===== src/pbs_pkg.sv =====
package pbs_pkg;

    localparam int PIX_W      = 16;
    localparam int LW_W       = 13;
    localparam int SHIFT_W    = 2;
    localparam int CFG_IDX_W  = 1;
    localparam int CFG_DATA_W = 13;

    // register indexes on the config port
    localparam logic [CFG_IDX_W-1:0] CFG_BIN_SHIFT  = 1'd0;
    localparam logic [CFG_IDX_W-1:0] CFG_LINE_WIDTH = 1'd1;

    // bin_shift codes
    localparam logic [SHIFT_W-1:0] BIN_COPY = 2'd0;
    localparam logic [SHIFT_W-1:0] BIN_2X2  = 2'd1;
    localparam logic [SHIFT_W-1:0] BIN_4X4  = 2'd2;

    localparam logic [SHIFT_W-1:0] BIN_SHIFT_RESET  = BIN_2X2;
    localparam logic [LW_W-1:0]    LINE_WIDTH_RESET = 13'd4096;

    // result queue
    localparam int OUT_DEPTH = 3;
    localparam int OUT_PTR_W = 2;
    localparam int OUT_CNT_W = 2;

    typedef logic [PIX_W-1:0] t_pix;

    typedef struct packed {
        t_pix pix;
        logic row_last;
    } t_out;

    function automatic t_pix sat_add(input t_pix a, input t_pix b);
        logic [PIX_W:0] s;
        s = {1'b0, a} + {1'b0, b};
        return s[PIX_W] ? {PIX_W{1'b1}} : s[PIX_W-1:0];
    endfunction

endpackage


===== src/pbs_out_fifo.sv =====
module pbs_out_fifo (
    input  logic                             i_clk,
    input  logic                             i_rst_n,
    input  logic                             i_push,
    input  pbs_pkg::t_out                    i_data,
    output logic                             o_valid,
    input  logic                             i_stall,
    output pbs_pkg::t_out                    o_data,
    output logic [pbs_pkg::OUT_CNT_W-1:0]    o_count
);
    import pbs_pkg::*;

    t_out                 r_entry [OUT_DEPTH];
    logic [OUT_PTR_W-1:0] r_wr_ptr;
    logic [OUT_PTR_W-1:0] r_rd_ptr;
    logic [OUT_CNT_W-1:0] r_count;
    logic                 pop;

    assign o_valid = (r_count != '0);
    assign o_data  = r_entry[r_rd_ptr];
    assign o_count = r_count;
    assign pop     = o_valid && !i_stall;

    function automatic logic [OUT_PTR_W-1:0] ptr_inc(input logic [OUT_PTR_W-1:0] p);
        return (p == OUT_PTR_W'(OUT_DEPTH - 1)) ? '0 : p + OUT_PTR_W'(1);
    endfunction

    always_ff @(posedge i_clk) begin
        if (!i_rst_n) begin
            r_wr_ptr <= '0;
            r_rd_ptr <= '0;
            r_count  <= '0;
        end else begin
            if (i_push) begin
                r_wr_ptr <= ptr_inc(r_wr_ptr);
            end
            if (pop) begin
                r_rd_ptr <= ptr_inc(r_rd_ptr);
            end
            r_count <= r_count + OUT_CNT_W'(i_push) - OUT_CNT_W'(pop);
        end
    end

    always_ff @(posedge i_clk) begin
        if (i_push) begin
            r_entry[r_wr_ptr] <= i_data;
        end
    end

endmodule


===== config.mk =====
export PLATFORM = sky130hd
export DESIGN_NAME = pbs_out_fifo
export DESIGN_NICKNAME = d
export VERILOG_FILES = /design/src/pbs_pkg.sv /design/src/pbs_out_fifo.sv
export SDC_FILE = /design/constraint.sdc
export NUM_CORES = 1
export LEC_CHECK = 0
export BUFFER_PORTS_ARGS = -buffer_cell sky130_fd_sc_hd__buf_2
export CAP_MARGIN = 25
export CORE_ASPECT_RATIO = 0.9
export CORE_MARGIN = 2
export CORE_UTILIZATION = 40
export DETAILED_ROUTE_END_ITERATION = 16
export SLEW_MARGIN = 30
export SYNTH_ARGS = -nofsm -noshare
export SYNTH_HDL_FRONTEND = slang
export SYNTH_SLANG_ARGS = --single-unit
export TNS_END_PERCENT = 1

===== constraint.sdc =====
create_clock -name i_clk -period 4.6 [get_ports i_clk]
set_input_delay 1.15 -clock i_clk [delete_from_list [all_inputs] [get_ports i_clk]]
set_output_delay 1.15 -clock i_clk [all_outputs]
set_load 0.05 [all_outputs]

==> results of run 1 <==
[Yosys cell counts]
| library cell | number |
|---|---|
| a21boi_0 | 1 |
| or2b_1 | 1 |
| nand2b_1 | 2 |
| or3b_1 | 1 |
| edfxtp_1 | 51 |
| dfxtp_1 | 8 |
| clkbuf_1 | 3 |
| nor3b_1 | 1 |
| nor2_1 | 1 |
| o21bai_2 | 1 |
| nand2_1 | 22 |
| buf_6 | 1 |
| nand3b_1 | 2 |
| inv_1 | 1 |
| o21a_1 | 1 |
| mux2i_1 | 22 |
| buf_4 | 1 |
| and2_2 | 1 |
| o21ai_0 | 19 |
| nor2b_1 | 1 |
| or2_2 | 1 |
| ha_1 | 1 |
[worst max-delay path by stage]
stage | from | to | slack (ns) | cells past startpoint
6_report | register | o_data[13] | 1.76 | 3
5_1_grt | register | o_data[5] | 1.60 | 3
4_1_cts | register | o_data[13] | 1.35 | 3
3_5_place_dp | register | o_data[5] | 1.72 | 3
3_3_place_gp | register | o_data[16] | 1.74 | 3
2_1_floorplan | register | o_data[0] | 1.66 | 4
[where the power goes]
group / total (mW) / leakage, nW / internal (mW) / switching [mW]
Clock: 0.363 / 0.0804 / 0.187 / 0.176
Combinational: 0.147 / 0.348 / 0.0406 / 0.107
Sequential: 0.624 / 0.538 / 0.608 / 0.0160
Total: 1.13 / 0.966 / 0.836 / 0.298
[worst max-delay path, stage by stage (launching register included)]
cell and delay (ns):
dfxtp_2 0.68, mux2i_1 0.14, o21ai_0 0.23, buf_2 0.31
[stage by stage]
step	std cells	utilization (%)	power, mW
after CTS	261	49.95	1.148
after floorplan	143	-	0.7410
after detailed placement	246	47.13	0.7844
final	261	50.09	1.134
after global routing	261	50.09	1.182
after global placement	246	47.13	0.7800
[metal layers]
metal	global-route usage (%)	wire length, µm	vias to the layer above
met2	21.86	1781	32
met3	7.237	251	6
li1	-	-	623
met4	5.282	55	0
met1	14.85	1646	582
met5	0	0	-
[final cells by class]
class / count / area, µm² / area share, %
Timing Repair Buffer: 41 / 207.7 / 7.797
Clock inverter: 4 / 18.77 / 0.7046
Sequential cell: 59 / 1694 / 63.60
Multi-Input combinational cell: 78 / 524.3 / 19.68
Inverter: 1 / 3.754 / 0.1409
Tap cell: 67 / 83.83 / 3.147
Clock buffer: 11 / 131.4 / 4.932
[state kept, by name, summed over array words and instances (netlist names), named ones only]
name and count:
r_wr_ptr 2, r_rd_ptr 2, r_entry 51, o_count 2
[kinds of logic after synthesis]
kind of cell	share of synthesized area (%)
AOI/OAI and AO/OA	5.425
buffers and inverters	1.510
and+or+nand+nor	7.047
DFF	75.62
muxes	9.843
adders and majority gates	0.5592
==> flow_summary.ini, run 1 <==
[run_status]
outcome = complete, no violations

[pwr]
p_leak_nw = 0.9662
power_density_nw_per_um2 = 425.7
max-vdd-ir-drop_uv = 253.1

[placed_design]
hpwl_mm = 2.351
pre_cts_ws_ns = 1.715
dpl-instance-area_um2 = 2506
gp_congestion = 0.7123
port_buffers = 40

[final_layout]
areaGrowthSynthToFinish_pct = 19.07
finalNetCount = 212
stdcell_area_um2 = 2664
layout-drive-gt1-share_pct = 30.93
fill_cells = 467
layout_common_cells = 51 x edfxtp_1, 40 x buf_2, 22 x mux2i_1, 22 x nand2_1, 19 x o21ai_0
diodes = 0
layout.cells.most_common = edfxtp_1

[timing]
finalSetupViolCount = 0
fin_tns_setup_ns = 0
slew_viol_final = 0
hold_viol = 0
whs_ns = 0.5206
max_freq_ghz = 0.3516
clock_skew_ns = 0.007034
relSlewSlack_pct = 51.50
worst_pin_slew_ns = 0.7268
rsz0062_at_grt = no
worst_slack_ns = 1.756
timing.final.crit_share_pct = 61.83
final.min_clock_period_ns = 2.844

[synth]
synth_cell_types = 22
ys_ff_latch = 59
synthCells = 143
synth_seq_area_share_pct = 75.62
synth_warnings = 0
synthesis.area_um2 = 2237
syn_area_per_cell_um2 = 15.64
yosysTopAreaCellShare_pct = 68.46
syn_nets = 165
synth_area_leaders = edfxtp_1 68%, mux2i_1 9.8%, dfxtp_1 7.2%
yosysTopAreaCell = edfxtp_1

[clocking]
clock_sinks = 59
cts_setup_buffers = 0
cts_inserted_buffers = 9
clock_latency_ns = 0.33
cts_resized = 0
cts_root_buf = clkbuf_8
clk_pin_slew_ns = 0.06
ctsHoldBuffers = 0
cts_tree = done
htreeDepth = 3
cts_buffer_depth = 2

[floorplan]
dieArea_um2 = 6208
io_pins = 41
die-height_um = 74.95
std_cell_rows = 25
coreArea_um2 = 5318
start_util_pct = 42.07
die_w_um = 82.83

[job]
drv_cap = 0

[hold_path]
whs_path_depth = 2
hold_class = reg -> reg
hold_start = r_rd_ptr[1]

[global_route]
grt_max_degree = 35
antenna_found_initial = 0
grt_pass1_vias = 1260
grt_pass1_wl_mm = 6.065
overflow = 0
grtUsageTotal_pct = 13.31

[worst_setup_path]
reg2reg_to = r_entry[1][2]
r2r.worst_path.cells = 2
cp-end-kind = output port
cp.arrival_ns = 1.69
crit_type = reg -> out
startpoint_type = register
critPathMaxFanout = 17
r2r-start = r_wr_ptr[0]
required_ns = 3.45
rrSetupSlack_ns = 3.13

[route]
dr.first_iter.drc_count = 45
detail_route.wirelength_mm = 3.734
ant_nets = 0
via_count = 1243
first_pass_iters = 4
drcViolationCount = 0
vias_per_cell = 4.762
wl_per_cell_um = 14.31
(Power assumes the default switching activity.)
==> run 2: changes to the inputs <==
- clock period: 4.6 -> 2.6 ns (I/O delays scaled with it)
==> flow_summary.ini, run 2 (synthesis results as in run 1) <==
[timing]
hold_viol = 0
worst_pin_slew_ns = 0.7528
worst_slack_ns = 0.4728
timing.final.crit_share_pct = 81.82
finalSetupViolCount = 0
max_freq_ghz = 0.4701
rsz0062_at_grt = no
relSlewSlack_pct = 49.76
fin_tns_setup_ns = 0
slew_viol_final = 0
final.min_clock_period_ns = 2.127
clock_skew_ns = 0.003652

[floorplan]
start_util_pct = 42.07
die-height_um = 74.95
dieArea_um2 = 6208
coreArea_um2 = 5318
die_w_um = 82.83
std_cell_rows = 25
io_pins = 41

[clocking]
cts_root_buf = clkbuf_8
cts_buffer_depth = 2
cts_setup_buffers = 0
clk_pin_slew_ns = 0.06
cts_inserted_buffers = 9
clock_latency_ns = 0.32
clock_sinks = 59
htreeDepth = 3
cts_resized = 0
cts_tree = done
ctsHoldBuffers = 0

[route]
detail_route.wirelength_mm = 3.767
dr.first_iter.drc_count = 85
wl_per_cell_um = 14.06
vias_per_cell = 4.769
drcViolationCount = 0
first_pass_iters = 5
via_count = 1278
ant_nets = 0

[global_route]
grtUsageTotal_pct = 13.21
antenna_found_initial = 0
overflow = 0
grt_max_degree = 19
grt_pass1_wl_mm = 6.016
grt_pass1_vias = 1276

[final_layout]
areaGrowthSynthToFinish_pct = 20.86
regArea_um2 = 1692
layout_common_cells = 51 x edfxtp_1, 40 x buf_2, 22 x mux2i_1, 22 x nand2_1, 19 x o21ai_0
multi_input_area_um2 = 519.2
fill_cells = 478
regMostFlops = r_entry
layout.cells.most_common = edfxtp_1
finalNetCount = 218
layout-drive-gt1-share_pct = 31.34
largest_reg_flops = 51
diodes = 0

[pwr]
power_density_nw_per_um2 = 744.5
p_int_mw = 1.489
combPwrFrac_pct = 14.0
p_sw_uw = 524.0
seqPwrFrac_pct = 54.1
max-vdd-ir-drop_uv = 608.1
clockPowerShare_pct = 31.9
p_leak_nw = 0.9957
switching_share_pct = 26.03
total_power_mw = 2.013

[placed_design]
pre_cts_ws_ns = 0.7356
gp_congestion = 0.7130
hpwl_mm = 2.593
port_buffers = 40

[worst_setup_path]
startpoint_type = register
cp.arrival_ns = 1.48
cp-end-kind = output port
required_ns = 1.95
crit_type = reg -> out
critPathMaxFanout = 9

[job]
drv_cap = 0

[hold_path]
hold_class = reg -> reg

[run_status]
outcome = complete, no violations
## run 2: routing by layer
metal	part of all wire, %	vias up	track usage [%]
met5	0	-	0
met4	0.66	0	6.557
met3	6.0	2	6.031
met2	52	35	23.30
met1	41	605	13.70
li1	-	636	-
## run 2: final cells by class
type / count / share of cell area (%)
clock buffers: 12 / 4.998
flip-flops and latches: 59 / 62.56
well taps: 67 / 3.100
multi-input cells: 78 / 19.20
repair buffers: 47 / 9.348
inverters: 1 / 0.1388
clock inverters: 4 / 0.6478
## run 2: power by group through the flow
stage                     registers (mW)  logic, mW  clock network (mW)
final                               1.09      0.282               0.642
after global routing                1.09      0.302               0.705
after CTS                           1.09      0.286               0.667
after detailed placement            1.11      0.286                   0
after global placement              1.11      0.281                   0
after floorplan                     1.11      0.198                   0
## run 2: metrics by stage
stage / hold slack (ns) / area [µm²] / instances / util, %
global route: 0.5150 / 2704 / 268 / 50.85
finish: 0.5066 / 2704 / 268 / 50.85
CTS: 0.5048 / 2704 / 268 / 50.85
detailed placement: 0.4990 / 2551 / 252 / 47.98
global placement: 0.4735 / 2551 / 252 / 47.98
floorplan: 0.4640 / 2237 / 143 / -
## run 2: critical path: stages (launching register included)
cell and delay (ns):
dfxtp_1 0.33, buf_4 0.21, mux2i_1 0.09, o21ai_0 0.22, buf_2 0.31
## run 2: final timing paths
check | start | endpoint | slack [ns] | depth (start not counted)
worst max-delay path | register | o_data[5] | 0.47 | 4
worst min-delay path | r_rd_ptr[1] | r_rd_ptr[1] | 0.51 | 2
worst max register to register | r_wr_ptr[1] | r_entry[1][2] | 1.15 | 2
worst min register to register | r_rd_ptr[1] | r_rd_ptr[1] | 0.51 | 2
==> run 3: changes to the inputs <==
- ABC_AREA: not set -> 1
- clock period: 2.6 -> 1.8 ns (I/O delays scaled with it)
==> flow_summary.ini, run 3 <==
[floorplan]
die-height_um = 75.44
io_pins = 41
dieArea_um2 = 6290
die_w_um = 83.38
std_cell_rows = 26
start_util_pct = 40.78
coreArea_um2 = 5563

[final_layout]
layout.cells.most_common = edfxtp_1
layout-drive-gt1-share_pct = 35.74
areaGrowthSynthToFinish_pct = 28.79
regMostFlops = r_entry
diodes = 0
finalNetCount = 252
largest_reg_flops = 51
final_util_pct = 52.52
layout_common_cells = 51 x edfxtp_1, 28 x nor2_1, 27 x nand2_1

[clocking]
cts_inserted_buffers = 9
cts_buffer_depth = 2
cts_tree = done
htreeDepth = 3
cts_setup_buffers = 0
cts_root_buf = clkbuf_8
ctsHoldBuffers = 0
clk_pin_slew_ns = 0.06
clock_sinks = 59
clock_latency_ns = 0.33

[synth]
syn_area_per_cell_um2 = 12.67
synth_common_cells = 51 x edfxtp_1, 36 x a21oi_1, 28 x nor2_1, 27 x nand2_1, 12 x inv_1
synth_area_leaders = edfxtp_1 68%, a21oi_1 7.9%, dfxtp_1 7.1%
yosysTopAreaCell = edfxtp_1
synthArstFlopShare_pct = 0
ys_ff_latch = 59
synthesis.area_um2 = 2268
synth_cell_types = 16
ys_dominant_reg_cell = edfxtp_1
syn_nets = 201
synth_warnings = 0
synth_edf_count = 51
synth_seq_area_share_pct = 74.57
yosysTopAreaCellShare_pct = 67.51
synthCells = 179
yosysMostFrequentCell = edfxtp_1

[global_route]
grt_pass1_vias = 1391
overflow = 0
grtUsageTotal_pct = 14.73
grt_max_degree = 19
antenna_found_initial = 0
grt_pass1_wl_mm = 6.755

[route]
dr.first_iter.drc_count = 32
vias_per_cell = 4.718
wl_met1_mm = 1.889
wl_per_cell_um = 13.94
detail_route.wirelength_mm = 4.251
via_count = 1439
wl_met2_mm = 2.068
first_pass_iters = 4
drcViolationCount = 0
routed-wl-met3_um = 269
ant_nets = 0
highest_layer = met4

[worst_setup_path]
r2r.worst_path.cells = 8
cp.arrival_ns = 1.32
rrSetupSlack_ns = 0.58
startpoint_type = register
required_ns = 1.35
crit_type = reg -> out
cp-end-kind = output port
reg2reg_to = o_count[1]
r2r-start = o_count[0]
critPathMaxFanout = 18

[timing]
rsz0062_at_grt = yes
relSlewSlack_pct = 81.24
slew_viol_final = 0
finalSetupViolCount = 0
timing.final.crit_share_pct = 98.30
hold_viol = 0
clock_skew_ns = 0.006699
max_freq_ghz = 0.5652
whs_ns = 0.3146
worst_pin_slew_ns = 0.2814
worst_slack_ns = 0.03066
fin_tns_setup_ns = 0
final.min_clock_period_ns = 1.769

[placed_design]
port_buffers = 40
gp_congestion = 0.6975
hpwl_mm = 2.562
pre_cts_ws_ns = 0.1966

[run_status]
outcome = complete, no violations

[pwr]
max-vdd-ir-drop_uv = 645.2
power_density_nw_per_um2 = 1203
p_leak_nw = 1.133

[hold_path]
whs_path_depth = 1
hold_class = in -> reg
hold_start = i_data[15]
min_to = r_entry[2][15]

[job]
drv_cap = 0
run 3: cell count changes in the layout (fill, tap and decap cells not counted), moves of 16 or more:
cell     change
o21ai_0     -17
a21oi_1     +20
a21oi_2     +16
buf_2       -17
mux2i_1     -22
nor2_1      +28
run 3: worst max-delay path by stage:
| stage | start | endpoint | slack (ns) | cells after the start |
|---|---|---|---|---|
| final | register | o_data[14] | 0.03 | 5 |
| after global routing | register | o_data[15] | -0.03 | 5 |
| after CTS | register | o_data[8] | -0.01 | 5 |
| after detailed placement | register | o_data[9] | 0.20 | 4 |
| after global placement | register | o_data[7] | 0.20 | 5 |
| after floorplan | register | o_data[0] | -0.07 | 5 |
run 3: report_power, final:
| group | switching (mW) | internal, mW | leakage (nW) |
|---|---|---|---|
| sequential | 0.0275 | 1.56 | 0.538 |
| clock | 0.503 | 0.629 | 0.0849 |
| combinational | 0.536 | 0.261 | 0.510 |
run 3: final cells by class:
cell class	instances	area (µm²)
fillers	491	2641
multi-input cells	100	506.7
well taps	70	87.58
inverters	14	81.33
clock buffers	9	123.9
flip-flops and latches	59	1697
clock inverters	7	68.82
repair buffers	46	356.6
run 3: routing by layer:
metal,vias to the layer above,GRT usage [%]
li1,718,-
met1,677,17.70
met2,41,24.46
met3,3,7.042
met4,0,3.825
met5,-,0
run 3: cells by family after synthesis:
| kind of cell | count (synthesis) | share of synthesized area (%) |
|---|---|---|
| DFF | 59 | 74.57 |
| AOI/OAI and AO/OA | 38 | 8.384 |
| buffers and inverters | 20 | 5.957 |
| adders and majority gates | 1 | 0.5515 |
| and+or+nand+nor | 61 | 10.53 |
run 3: repair_timing:
item,CTS,global route
setup endpoints to repair,17,17
pin swaps,1,3
resized for setup,35,19
run 3: stage by stage:
| stage | power, mW | area [µm²] | cells |
|---|---|---|---|
| 3_3_place_gp | 2.269 | 2546 | 289 |
| 2_1_floorplan | 2.114 | 2273 | 179 |
| 3_5_place_dp | 2.274 | 2546 | 289 |
| 6_report | 3.515 | 2922 | 305 |
| 5_1_grt | 3.662 | 2922 | 305 |
| 4_1_cts | 3.499 | 2844 | 305 |
run 3: critical path: stages, from the launching register on:
cell and delay, ns:
dfxtp_2 0.33, buf_12 0.16, clkinv_16 0.08, nand2_1 0.07, a21oi_2 0.16, buf_6 0.18
